File: config.mk
export PLATFORM = sky130hd
export DESIGN_NAME = rumble_envelope_mixer_flat
export DESIGN_NICKNAME = d
export VERILOG_FILES = /design/src/sv/rem_pkg.sv /design/src/sv/rem_if.sv /design/src/sv/rem_mul.sv /design/src/sv/rumble_envelope_mixer.sv /design/src/flat_wrapper.sv
export SDC_FILE = /design/constraint.sdc
export NUM_CORES = 1
export LEC_CHECK = 0
export BUFFER_PORTS_ARGS = -buffer_cell sky130_fd_sc_hd__buf_4
export CAP_MARGIN = 20
export CORE_UTILIZATION = 45
export CTS_BUF_LIST = sky130_fd_sc_hd__clkbuf_4 sky130_fd_sc_hd__clkbuf_8
export CTS_CLUSTER_DIAMETER = 40
export DETAILED_ROUTE_END_ITERATION = 6
export GPL_TIMING_DRIVEN = 0
export SLEW_MARGIN = 0
export SYNTH_ARGS = -nofsm -noshare
export SYNTH_HDL_FRONTEND = slang
export SYNTH_HIERARCHICAL = 1
export SYNTH_SLANG_ARGS = --single-unit
File: constraint.sdc
create_clock -name clk_i -period 11.1 [get_ports clk_i]
set_input_delay 0.555 -clock clk_i [delete_from_list [all_inputs] [get_ports clk_i]]
set_output_delay 0.555 -clock clk_i [all_outputs]
set_load 0.01 [all_outputs]
File: src/sv/rem_pkg.sv
package rem_pkg;

  typedef enum logic [2:0] {
    OP_TICK   = 3'd0,
    OP_TOUCH  = 3'd1,
    OP_IGNITE = 3'd2,
    OP_BUFFET = 3'd3,
    OP_STOP   = 3'd4
  } op_e;

  typedef enum logic [1:0] {
    CMD_DUAL   = 2'd0,
    CMD_SINGLE = 2'd1,
    CMD_STOP   = 2'd2
  } cmd_e;

  typedef enum logic [1:0] {
    MODE_NONE   = 2'd0,
    MODE_DUAL   = 2'd1,
    MODE_SINGLE = 2'd2
  } mode_e;

  localparam int unsigned CFG_IDX_W = 4;
  localparam logic [CFG_IDX_W-1:0] REG_MASTER_GAIN = 4'd0;
  localparam logic [CFG_IDX_W-1:0] REG_OUTPUT_MODE = 4'd1;

  // Shared multiplier operand and product widths.
  localparam int unsigned MUL_A_W = 27;
  localparam int unsigned MUL_B_W = 16;
  localparam int unsigned MUL_P_W = MUL_A_W + MUL_B_W;

  // Pulse coefficients in Q0.16.
  localparam logic [15:0] K_TOUCH_LO  = 16'd55706;
  localparam logic [15:0] K_TOUCH_HI  = 16'd26214;
  localparam logic [15:0] K_IGNITE_LO = 16'd29491;
  localparam logic [15:0] K_IGNITE_HI = 16'd52429;

  localparam logic [17:0] HOLD_TOUCH  = 18'd250000;
  localparam logic [17:0] HOLD_IGNITE = 18'd120000;

  localparam logic [15:0] GAIN_MAX    = 16'd32768;
  localparam logic [15:0] GAIN_RESET  = 16'd16384;
  localparam logic [15:0] BUFFET_MAX  = 16'd4096;
  localparam logic [15:0] AMP_SCALE   = 16'd65535;
  localparam logic [7:0]  DUR_RUMBLE  = 8'd200;
  localparam logic [26:0] ONE_Q26     = 27'd67108864;

endpackage

File: src/sv/rem_if.sv
interface rem_in_if;
  logic        valid;
  logic        ready;
  logic [2:0]  op;
  logic [15:0] intensity;
  logic [19:0] elapsed_us;

  modport source (output valid, op, intensity, elapsed_us, input ready);
  modport sink   (input valid, op, intensity, elapsed_us, output ready);
endinterface

interface rem_out_if;
  logic        valid;
  logic        ready;
  logic [1:0]  command;
  logic [15:0] low_amp;
  logic [15:0] high_amp;
  logic [15:0] magnitude;
  logic [7:0]  duration_ms;

  modport source (output valid, command, low_amp, high_amp, magnitude, duration_ms,
                  input ready);
  modport sink   (input valid, command, low_amp, high_amp, magnitude, duration_ms,
                  output ready);
endinterface

interface rem_cfg_if;
  logic                          valid;
  logic                          ready;
  logic [rem_pkg::CFG_IDX_W-1:0] index;
  logic [15:0]                   data;

  modport source (output valid, index, data, input ready);
  modport sink   (input valid, index, data, output ready);
endinterface

File: src/sv/rem_mul.sv
module rem_mul (
  input  logic                        clk_i,
  input  logic [rem_pkg::MUL_A_W-1:0] a_i,
  input  logic [rem_pkg::MUL_B_W-1:0] b_i,
  output logic [rem_pkg::MUL_P_W-1:0] p_o
);

  logic [rem_pkg::MUL_P_W-1:0] p_q;

  always_ff @(posedge clk_i) begin
    p_q <= rem_pkg::MUL_P_W'(a_i) * rem_pkg::MUL_P_W'(b_i);
  end

  assign p_o = p_q;

endmodule

File: src/sv/rumble_envelope_mixer.sv
// Channel  Direction  Transfer when          Payload
// in_i     sink       valid & ready          op, intensity, elapsed_us
// out_o    source     valid & ready          command, low_amp, high_amp, magnitude,
//                                            duration_ms
// cfg_i    sink       valid & ready          index, data (always ready)
//
// A tick with a device steps through the hold countdown at the transfer, four
// multiplier issues (two gain products, two amplitude scalings), the last registered
// product and the output load. Touchdown and ignite issue two coefficient products;
// a stop with a device just loads the output register; other items end at the
// transfer. A finished result waits in the output register while the next item is
// taken; only a second result stalls. Reset clears levels, hold and output valid.
module rumble_envelope_mixer (
  input  logic      clk_i,
  input  logic      rst_ni,
  rem_in_if.sink    in_i,
  rem_out_if.source out_o,
  rem_cfg_if.sink   cfg_i
);

  typedef enum logic [2:0] {
    S_IDLE,
    S_M0,
    S_M1,
    S_M2,
    S_M3,
    S_M4,
    S_EMIT
  } state_e;

  state_e              state_q, state_d;
  rem_pkg::op_e        op_q, op_d;
  logic [15:0]         inten_q, inten_d;
  logic [15:0]         gain_q, gain_d;
  logic [1:0]          mode_q, mode_d;
  logic [12:0]         buffet_q, buffet_d;
  logic [15:0]         tlo_q, tlo_d;
  logic [15:0]         thi_q, thi_d;
  logic [17:0]         hold_q, hold_d;
  logic [26:0]         sat_lo_q, sat_lo_d;
  logic [26:0]         sat_hi_q, sat_hi_d;
  logic [15:0]         amp_lo_q, amp_lo_d;
  logic [15:0]         amp_hi_q, amp_hi_d;
  logic                out_valid_q, out_valid_d;
  logic [1:0]          out_cmd_q, out_cmd_d;
  logic [15:0]         out_lo_q, out_lo_d;
  logic [15:0]         out_hi_q, out_hi_d;
  logic [15:0]         out_mag_q, out_mag_d;
  logic [7:0]          out_dur_q, out_dur_d;

  logic [rem_pkg::MUL_A_W-1:0] mul_a;
  logic [rem_pkg::MUL_B_W-1:0] mul_b;
  logic [rem_pkg::MUL_P_W-1:0] mul_p;
  logic [rem_pkg::MUL_P_W:0]   round_lvl;
  logic [rem_pkg::MUL_P_W:0]   round_amp;
  logic [26:0]                 sat_p;
  logic [15:0]                 lvl;
  logic [15:0]                 amp;
  logic                        dual, single, is_touch;

  rem_mul u_mul (
    .clk_i (clk_i),
    .a_i   (mul_a),
    .b_i   (mul_b),
    .p_o   (mul_p)
  );

  assign dual     = (mode_q == rem_pkg::MODE_DUAL);
  assign single   = (mode_q == rem_pkg::MODE_SINGLE);
  assign is_touch = (op_q == rem_pkg::OP_TOUCH);

  // Rounding and saturation of the registered product.
  assign round_lvl = {1'b0, mul_p} + (rem_pkg::MUL_P_W + 1)'(32768);
  assign lvl       = round_lvl[31:16];
  assign round_amp = {1'b0, mul_p} + (rem_pkg::MUL_P_W + 1)'(33554432);
  assign amp       = round_amp[41:26];
  assign sat_p     = (mul_p > rem_pkg::MUL_P_W'(rem_pkg::ONE_Q26)) ? rem_pkg::ONE_Q26
                                                                   : mul_p[26:0];

  always_comb begin
    mul_a = '0;
    mul_b = '0;
    case (state_q)
      S_M0: begin
        if (op_q == rem_pkg::OP_TICK) begin
          mul_a = rem_pkg::MUL_A_W'({1'b0, tlo_q} + {4'b0, buffet_q});
          mul_b = gain_q;
        end else begin
          mul_a = rem_pkg::MUL_A_W'(inten_q);
          mul_b = is_touch ? rem_pkg::K_TOUCH_LO : rem_pkg::K_IGNITE_LO;
        end
      end
      S_M1: begin
        if (op_q == rem_pkg::OP_TICK) begin
          mul_a = rem_pkg::MUL_A_W'(thi_q);
          mul_b = gain_q;
        end else begin
          mul_a = rem_pkg::MUL_A_W'(inten_q);
          mul_b = is_touch ? rem_pkg::K_TOUCH_HI : rem_pkg::K_IGNITE_HI;
        end
      end
      S_M2: begin
        mul_a = sat_lo_q;
        mul_b = rem_pkg::AMP_SCALE;
      end
      S_M3: begin
        mul_a = sat_hi_q;
        mul_b = rem_pkg::AMP_SCALE;
      end
      default: begin
        mul_a = '0;
        mul_b = '0;
      end
    endcase
  end

  always_comb begin
    state_d     = state_q;
    op_d        = op_q;
    inten_d     = inten_q;
    gain_d      = gain_q;
    mode_d      = mode_q;
    buffet_d    = buffet_q;
    tlo_d       = tlo_q;
    thi_d       = thi_q;
    hold_d      = hold_q;
    sat_lo_d    = sat_lo_q;
    sat_hi_d    = sat_hi_q;
    amp_lo_d    = amp_lo_q;
    amp_hi_d    = amp_hi_q;
    out_valid_d = out_valid_q;
    out_cmd_d   = out_cmd_q;
    out_lo_d    = out_lo_q;
    out_hi_d    = out_hi_q;
    out_mag_d   = out_mag_q;
    out_dur_d   = out_dur_q;

    if (out_valid_q && out_o.ready) begin
      out_valid_d = 1'b0;
    end

    if (cfg_i.valid) begin
      if (cfg_i.index == rem_pkg::REG_MASTER_GAIN) begin
        gain_d = (cfg_i.data > rem_pkg::GAIN_MAX) ? rem_pkg::GAIN_MAX : cfg_i.data;
      end else if (cfg_i.index == rem_pkg::REG_OUTPUT_MODE) begin
        mode_d = cfg_i.data[1:0];
      end
    end

    case (state_q)
      S_IDLE: begin
        if (in_i.valid) begin
          op_d    = rem_pkg::op_e'(in_i.op);
          inten_d = in_i.intensity;
          case (in_i.op)
            rem_pkg::OP_TICK: begin
              if (dual || single) begin
                if (hold_q != '0) begin
                  if (in_i.elapsed_us >= {2'b0, hold_q}) begin
                    hold_d = '0;
                    tlo_d  = '0;
                    thi_d  = '0;
                  end else begin
                    hold_d = hold_q - in_i.elapsed_us[17:0];
                  end
                end
                state_d = S_M0;
              end
            end
            rem_pkg::OP_TOUCH: begin
              if (rem_pkg::HOLD_TOUCH > hold_q) hold_d = rem_pkg::HOLD_TOUCH;
              state_d = S_M0;
            end
            rem_pkg::OP_IGNITE: begin
              if (rem_pkg::HOLD_IGNITE > hold_q) hold_d = rem_pkg::HOLD_IGNITE;
              state_d = S_M0;
            end
            rem_pkg::OP_BUFFET: begin
              buffet_d = (in_i.intensity > rem_pkg::BUFFET_MAX) ? 13'(rem_pkg::BUFFET_MAX)
                                                                : in_i.intensity[12:0];
            end
            rem_pkg::OP_STOP: begin
              buffet_d = '0;
              tlo_d    = '0;
              thi_d    = '0;
              hold_d   = '0;
              amp_lo_d = '0;
              amp_hi_d = '0;
              if (dual || single) state_d = S_EMIT;
            end
            default: begin
              state_d = S_IDLE;
            end
          endcase
        end
      end
      S_M0: begin
        state_d = S_M1;
      end
      S_M1: begin
        if (op_q == rem_pkg::OP_TICK) begin
          sat_lo_d = sat_p;
        end else if (lvl > tlo_q) begin
          tlo_d = lvl;
        end
        state_d = S_M2;
      end
      S_M2: begin
        if (op_q == rem_pkg::OP_TICK) begin
          sat_hi_d = sat_p;
          state_d  = S_M3;
        end else begin
          if (lvl > thi_q) thi_d = lvl;
          state_d = S_IDLE;
        end
      end
      S_M3: begin
        amp_lo_d = amp;
        state_d  = S_M4;
      end
      S_M4: begin
        amp_hi_d = amp;
        state_d  = S_EMIT;
      end
      S_EMIT: begin
        // The output register takes the result once the previous one is gone.
        if (!out_valid_q || out_o.ready) begin
          out_valid_d = 1'b1;
          out_lo_d    = amp_lo_q;
          out_hi_d    = amp_hi_q;
          out_mag_d   = (amp_lo_q > amp_hi_q) ? amp_lo_q : amp_hi_q;
          if (op_q == rem_pkg::OP_STOP) begin
            out_cmd_d = single ? rem_pkg::CMD_STOP : rem_pkg::CMD_DUAL;
            out_dur_d = '0;
          end else begin
            out_cmd_d = dual ? rem_pkg::CMD_DUAL : rem_pkg::CMD_SINGLE;
            out_dur_d = rem_pkg::DUR_RUMBLE;
          end
          state_d = S_IDLE;
        end
      end
      default: begin
        state_d = S_IDLE;
      end
    endcase
  end

  always_ff @(posedge clk_i or negedge rst_ni) begin
    if (!rst_ni) begin
      state_q     <= S_IDLE;
      op_q        <= rem_pkg::OP_TICK;
      gain_q      <= rem_pkg::GAIN_RESET;
      mode_q      <= rem_pkg::MODE_NONE;
      buffet_q    <= '0;
      tlo_q       <= '0;
      thi_q       <= '0;
      hold_q      <= '0;
      out_valid_q <= 1'b0;
    end else begin
      state_q     <= state_d;
      op_q        <= op_d;
      gain_q      <= gain_d;
      mode_q      <= mode_d;
      buffet_q    <= buffet_d;
      tlo_q       <= tlo_d;
      thi_q       <= thi_d;
      hold_q      <= hold_d;
      out_valid_q <= out_valid_d;
    end
  end

  always_ff @(posedge clk_i) begin
    inten_q   <= inten_d;
    sat_lo_q  <= sat_lo_d;
    sat_hi_q  <= sat_hi_d;
    amp_lo_q  <= amp_lo_d;
    amp_hi_q  <= amp_hi_d;
    out_cmd_q <= out_cmd_d;
    out_lo_q  <= out_lo_d;
    out_hi_q  <= out_hi_d;
    out_mag_q <= out_mag_d;
    out_dur_q <= out_dur_d;
  end

  assign in_i.ready        = (state_q == S_IDLE);
  assign cfg_i.ready       = 1'b1;
  assign out_o.valid       = out_valid_q;
  assign out_o.command     = out_cmd_q;
  assign out_o.low_amp     = out_lo_q;
  assign out_o.high_amp    = out_hi_q;
  assign out_o.magnitude   = out_mag_q;
  assign out_o.duration_ms = out_dur_q;

endmodule

File: src/flat_wrapper.sv
// flat-port wrapper written by rule: the top's interface ports become plain ports
module rumble_envelope_mixer_flat 
  (clk_i, rst_ni, in_i_valid, in_i_op, in_i_intensity, in_i_elapsed_us, in_i_ready, out_o_valid, out_o_command, out_o_low_amp, out_o_high_amp, out_o_magnitude, out_o_duration_ms, out_o_ready, cfg_i_valid, cfg_i_index, cfg_i_data, cfg_i_ready);
  rem_in_if in_i_i ();
  rem_out_if out_o_i ();
  rem_cfg_if cfg_i_i ();
  input  logic clk_i;
  input  logic rst_ni;
  input wire logic [$bits(in_i_i.valid)-1:0] in_i_valid;
  input wire logic [$bits(in_i_i.op)-1:0] in_i_op;
  input wire logic [$bits(in_i_i.intensity)-1:0] in_i_intensity;
  input wire logic [$bits(in_i_i.elapsed_us)-1:0] in_i_elapsed_us;
  output wire logic [$bits(in_i_i.ready)-1:0] in_i_ready;
  output wire logic [$bits(out_o_i.valid)-1:0] out_o_valid;
  output wire logic [$bits(out_o_i.command)-1:0] out_o_command;
  output wire logic [$bits(out_o_i.low_amp)-1:0] out_o_low_amp;
  output wire logic [$bits(out_o_i.high_amp)-1:0] out_o_high_amp;
  output wire logic [$bits(out_o_i.magnitude)-1:0] out_o_magnitude;
  output wire logic [$bits(out_o_i.duration_ms)-1:0] out_o_duration_ms;
  input wire logic [$bits(out_o_i.ready)-1:0] out_o_ready;
  input wire logic [$bits(cfg_i_i.valid)-1:0] cfg_i_valid;
  input wire logic [$bits(cfg_i_i.index)-1:0] cfg_i_index;
  input wire logic [$bits(cfg_i_i.data)-1:0] cfg_i_data;
  output wire logic [$bits(cfg_i_i.ready)-1:0] cfg_i_ready;
  assign in_i_i.valid = in_i_valid;
  assign in_i_i.op = in_i_op;
  assign in_i_i.intensity = in_i_intensity;
  assign in_i_i.elapsed_us = in_i_elapsed_us;
  assign in_i_ready = in_i_i.ready;
  assign out_o_valid = out_o_i.valid;
  assign out_o_command = out_o_i.command;
  assign out_o_low_amp = out_o_i.low_amp;
  assign out_o_high_amp = out_o_i.high_amp;
  assign out_o_magnitude = out_o_i.magnitude;
  assign out_o_duration_ms = out_o_i.duration_ms;
  assign out_o_i.ready = out_o_ready;
  assign cfg_i_i.valid = cfg_i_valid;
  assign cfg_i_i.index = cfg_i_index;
  assign cfg_i_i.data = cfg_i_data;
  assign cfg_i_ready = cfg_i_i.ready;
  rumble_envelope_mixer u_core (.clk_i(clk_i), .rst_ni(rst_ni), .in_i(in_i_i), .out_o(out_o_i), .cfg_i(cfg_i_i));
endmodule
Yosys cells after proc, flatten, opt, wreduce, memory -nomap -nowiden
Cells that the tools add are included.

cells by class
  add/sub/neg operators = 4
  $mul = 1
  order comparisons = 9
  equal/unequal tests = 32
  muxes and demuxes = 48
  bitwise logic cells = 1
  reductions and logical operators = 30

operators by type and width
  operator                number
  $mux 16                 17
  $pmux 16 s2             5
  $pmux 27 s4             1
  $mux 18                 5
  $pmux 18 s4             1
  $mux 27                 2
  $gt 16x16->1            3
  $pmux 16 s3             1
  $gt 43x27->1 const B    1
  $mul 27x16->43          1
  $add 42x26->42 const B  1
  $add 32x16->32 const B  1
  $pmux 13 s2             1
  $pmux 3 s7              1
  $ge 20x18->1            1
  $gt 17x18->1 const A    1
  $gt 18x18->1 const A    1
  $reduce_bool 18->1      1
  $sub 18x18->18          1
  $add 16x13->17          1
  $gt 16x13->1 const B    1
  $gt 16x16->1 const B    1
  $ne 2x1->1 const B      8
  $reduce_and 8->1        2
  28 further kinds        66

storage, ports and cells
  register bits after elaboration = 291
  input bits = 64
  output and inout bits = 61
  word-level logic and storage cells = 145

Depth between registers and ports, before layout
  depth in word-level cells = 7
  gate-level depth with buffers = 33
  depth with buffers taken out = 31

Cells and area by module
Netlist, hierarchy kept.

by module, submodules not included
  module                 times used  cells an instance  area an instance (um^2)  sequential area each (um^2)
  rem_mul                1           1668               14801.7                  860.8
  rumble_envelope_mixer  1           1312               13887.1                  6797.8

Worst setup path before layout
OpenSTA, ideal clock, no wires.

  kind = reg-to-reg
  start = reg u_core.state_q[1]
  end = reg u_core.u_mul.p_q, in the netlist u_core/u_mul/p_o[42]
  library setup time = 0.124 ns
  arrival = 8.241 ns
  required time = 10.976 ns
  slack = 2.735 ns
  cell stages (with the launch flop) = 30
  buffers on the path = 5
  period minus slack after synthesis = 8.365 ns
  path through = dfrtp_1 > buf_6 > inv_1 > or3_1 > clkbuf_1 > nor2_1 > clkbuf_1 > a222oi_1 > o211ai_1 > clkbuf_1 > nand2_1 > fa_1 > inv_1 > fa_1 > fa_1 > fa_1 > fa_1 > inv_1 > fa_1 > inv_1 > ha_1 > buf_6 > a21o_1 > a21oi_2 > or3b_4 > o221ai_4 > o211a_4 > o21ai_4 > a311oi_2 > xnor2_1

between the ends
  elaborated cells between the ends (all ways) = 8
  classes of those cells = mul (1); eq/ne (4); mux (2); reduce/logical (1)

RTL lines
  element                                   line                          RTL
  start: declaration                        rumble_envelope_mixer.sv:31   state_e state_q, state_d;
  start signal: assignment                  rumble_envelope_mixer.sv:260  state_q <= state_d;
  $eq 3x3->1, or another cell as far along  rumble_envelope_mixer.sv:83   case (state_q)
  $pmux 27 s4 *                             rumble_envelope_mixer.sv:83
  named net u_core.mul_a, one bit           rumble_envelope_mixer.sv:51   logic [rem_pkg::MUL_A_W-1:0] mul_a;
  $mul 27x16->43 *                          rem_mul.sv:11                 p_q <= rem_pkg::MUL_P_W'(a_i) * rem_pkg::MUL_P_W'(b_i);
  end signal: assignment                    rem_mul.sv:11
  end: declaration                          rem_mul.sv:8                  logic [rem_pkg::MUL_P_W-1:0] p_q;

The timed path passes the listed nets; every way through them passes the cells marked *.
A chain may end at the register's enable or synchronous reset.

Worst setup path in the final report
  start = reg u_core.state_q[1]
  end = reg u_core.u_mul.p_q, in the netlist u_core/u_mul/p_o[39]

Same word-level chain as after synthesis.

==> results.json <==
{
  "route.detailed.vias_per_inst": 5.45,
  "row_count": 92,
  "timing.fmax_mhz": 97.2,
  "path_class": "flop to flop",
  "syn2layout_area_growth_pct": 11.5,
  "ys_dominant_reg_cell": "edfxtp_1",
  "maximum_number_of_pins_on_one_net_before_global_route_repair": 50,
  "root_buffer": "clkbuf_8",
  "drtIter0Drc": 1742,
  "ant_nets": 0,
  "netlist_area_sq_mm": 0.0287,
  "die_width_um": 254,
  "worst_setup_path_start_kind": "flop",
  "detailed_place_hpwl_mm": 67.7,
  "detail_route.first_pass.iterations": 7,
  "min-delay-start": "in_i_intensity[9]",
  "r2r_start": "u_core/state_q[1]$_DFFE_PN0P_",
  "cts.reportedPaths.clkPinSlew_ps": 60,
  "post_drt_wl_per_cell_um": 20.9,
  "final_period_minus_worst_setup_slack_ps": 10290,
  "endpoint_arrival_time_on_the_critical_path_ps": 10760,
  "yosys.area.top_type": "fa_1",
  "die_area_sq_mm": 0.0648,
  "post_cts_buffers": 0,
  "mostFrequentLayoutCells": "inv_1 (525), nand2_1 (351), fa_1 (350)",
  "grt_overflow_total": 0,
  "max_incr_delay_on_cp_ps": 820,
  "reg2reg_slack_ps": 810,
  "tritoncts.num_buffers": 46,
  "worst_ep_required_time_ps": 11570,
  "worstHoldPathType": "input pin to flop",
  "path_delay_family": "adder cells",
  "clock_sinks": 284,
  "timing.critical_path.from": "u_core/state_q[1]$_DFFE_PN0P_",
  "first_global_vias": 23200,
  "ys_warn_count": 6,
  "critical_path.reg2reg.endpoint": "u_core/u_mul/p_o[39]$_DFF_P_",
  "clock_latency_ps": 590,
  "timing_max_transition_violations_final": 0,
  "worst_r2r_path_depth": 28,
  "drc_errors": 5,
  "synth_cells": 2980,
  "critical_path.most_common_cell": "fa_1",
  "die_y_um": 254,
  "max_cap_viol_count": 0,
  "post_route_cells_drive_above_1_share": 0.102,
  "status": "finished, violations left",
  "worst_clock_skew_ps": 24.3,
  "endpoint_kind": "flop",
  "tightestPinTransition_ps": 1270,
  "synthTopCellsByArea": "fa_1 (24%), edfxtp_1 (16%), ha_1 (9.4%)",
  "antenna_found_initial": 4,
  "yosysTopAreaCellShare": 0.244,
  "rsz0062_at_grt": "false",
  "ys_ff_latch": 284,
  "total_core_area_sq_mm": 0.0631,
  "cts_tree": "yes",
  "start_util": 0.455,
  "ctsHtreeMaxLevel": 2,
  "ys_seq_area_frac": 0.267,
  "worst-path-buf-inv": 9,
  "worstHoldEndpoint": "u_core/inten_q[9]$_DFFE_PP_",
  "final_hold_viol_count": 0,
  "clock_tree_buffer_depth": 3,
  "nets": 3803,
  "final_min_period_over_clock_period": 0.927,
  "pin_count": 125,
  "layout.cells.most_common": "inv_1",
  "async_flop_share": 0.310,
  "portbufs": 116,
  "postSynthAreaPerCell_sq_um": 9.63,
  "distinct_cell_type_count_after_synthesis": 100,
  "timing.hold.worst_path_depth": 1,
  "drt_wl_total_mm": 84.7,
  "routed-via-count": 22100,
  "synth-edff-count": 153,
  "slowest_stage": "clkbuf_2",
  "failed_checks": "DRC",
  "report.final.setup_viol": 0,
  "maximum_fanout_encountered_on_the_critical_timing_path": 36,
  "grt_pass1_wl_mm": 133,
  "maxSlewHeadroom": 0.152,
  "fin_tns_setup_ps": 0,
  "groute.usage.overall": 0.269,
  "gp_congestion": 0.919
}
## cells by family after synthesis
group / synth area share
xor+xnor: 0.0269
fa+ha+maj: 0.338
flops: 0.267
mux: 0.0169
buf+inv: 0.0904
other cells: 0.000262
simple gates: 0.152
compound gates: 0.108
## stage by stage
stage / instances / cell area [sq um] / hold slack [ps] / setup slack, ps / util
2_1_floorplan: 2984 / 28700 / 259 / 2740 / -
3_3_place_gp: 3946 / 30600 / 461 / 72.2 / 0.486
5_1_grt: 4060 / 32000 / 133 / 367 / 0.507
4_1_cts: 4057 / 32000 / 120 / 835 / 0.507
6_report: 4060 / 32000 / 164 / 810 / 0.507
3_5_place_dp: 3970 / 30900 / 468 / 893 / 0.490
## synthesized netlist by cell type, types with 18 or more instances
master    count
nor2_1      127
ha_1        215
a21o_1       21
xnor2_1      52
clkbuf_1    117
nor4_1       26
mux2_2       28
nor3_1       18
o211ai_1     18
dfrtp_1      87
nand3_1      38
edfxtp_1    153
nand2_1     351
a211oi_1     18
dfxtp_1      43
inv_1       525
a22o_1       39
a21oi_1     113
fa_1        350
o21ai_0      93
xor2_1       36
and2_1      213
nand4_1      29
## worst register-to-register path: cells and delay by family, from the launching register on
kind	cells	cell delay, ps
compound gates	7	2490
fa+ha+maj	7	3500
buf+inv	9	2340
flops	1	340
simple gates	5	1490
## flip-flops by register name (all words and copies together) (netlist names)
| register | cells |
|---|---|
| u_core/u_mul/p_o | 43 |
| u_core/sat_hi_q | 27 |
| u_core/sat_lo_q | 27 |
| u_core/hold_q | 18 |
| u_core/amp_hi_q | 16 |
| u_core/amp_lo_q | 16 |
| u_core/gain_q | 16 |
| u_core/inten_q | 16 |
| u_core/out_o.high_amp | 16 |
| u_core/out_o.low_amp | 16 |
| u_core/out_o.magnitude | 16 |
| u_core/thi_q | 16 |
| u_core/tlo_q | 16 |
| u_core/buffet_q | 13 |
| u_core/op_q | 3 |
| u_core/state_q | 3 |
| u_core/mode_q | 2 |
| u_core/out_o.command | 2 |
| u_core/out_o.duration_ms | 1 |
| u_core/out_o.valid | 1 |
## layer usage
layer	track usage	wire, um	vias up
met5	0	0	-
met4	0.0941	3170	0
met3	0.0367	5270	149
met2	0.452	40300	752
met1	0.357	36000	11100
li1	-	-	10100
## timing repair
action,in CTS,in global routing
endpoints found under the hold margin,38,0
hold buffers,1,0
gates resized for setup,0,0
## layout make-up
class / instances / area [sq um]
tap: 846 / 1060
sequential: 284 / 7660
fill: 5953 / 31100
inverter: 527 / 1980
antenna: 2 / 5.00
clock inverter: 20 / 250
buffer: 139 / 612
multi-input combinational: 2034 / 18500
timing repair buffer: 142 / 1120
clock buffer: 66 / 821
## how the worst max path moves through the flow
stage	to	slack, ps	cells past startpoint
6_report	u_core/u_mul/p_o[39]$_DFF_P_	810	28
5_1_grt	u_core/u_mul/p_o[37]$_DFF_P_	370	28
4_1_cts	u_core/u_mul/p_o[39]$_DFF_P_	840	28
3_5_place_dp	u_core/u_mul/p_o[39]$_DFF_P_	890	28
3_3_place_gp	u_core/u_mul/p_o[39]$_DFF_P_	70	28
2_1_floorplan	u_core/u_mul/p_o[42]$_DFF_P_	2740	29
Power is left out: the tool's default activity adds up to more than one toggle a clock period on the data nets, which glitch-free logic cannot reach.
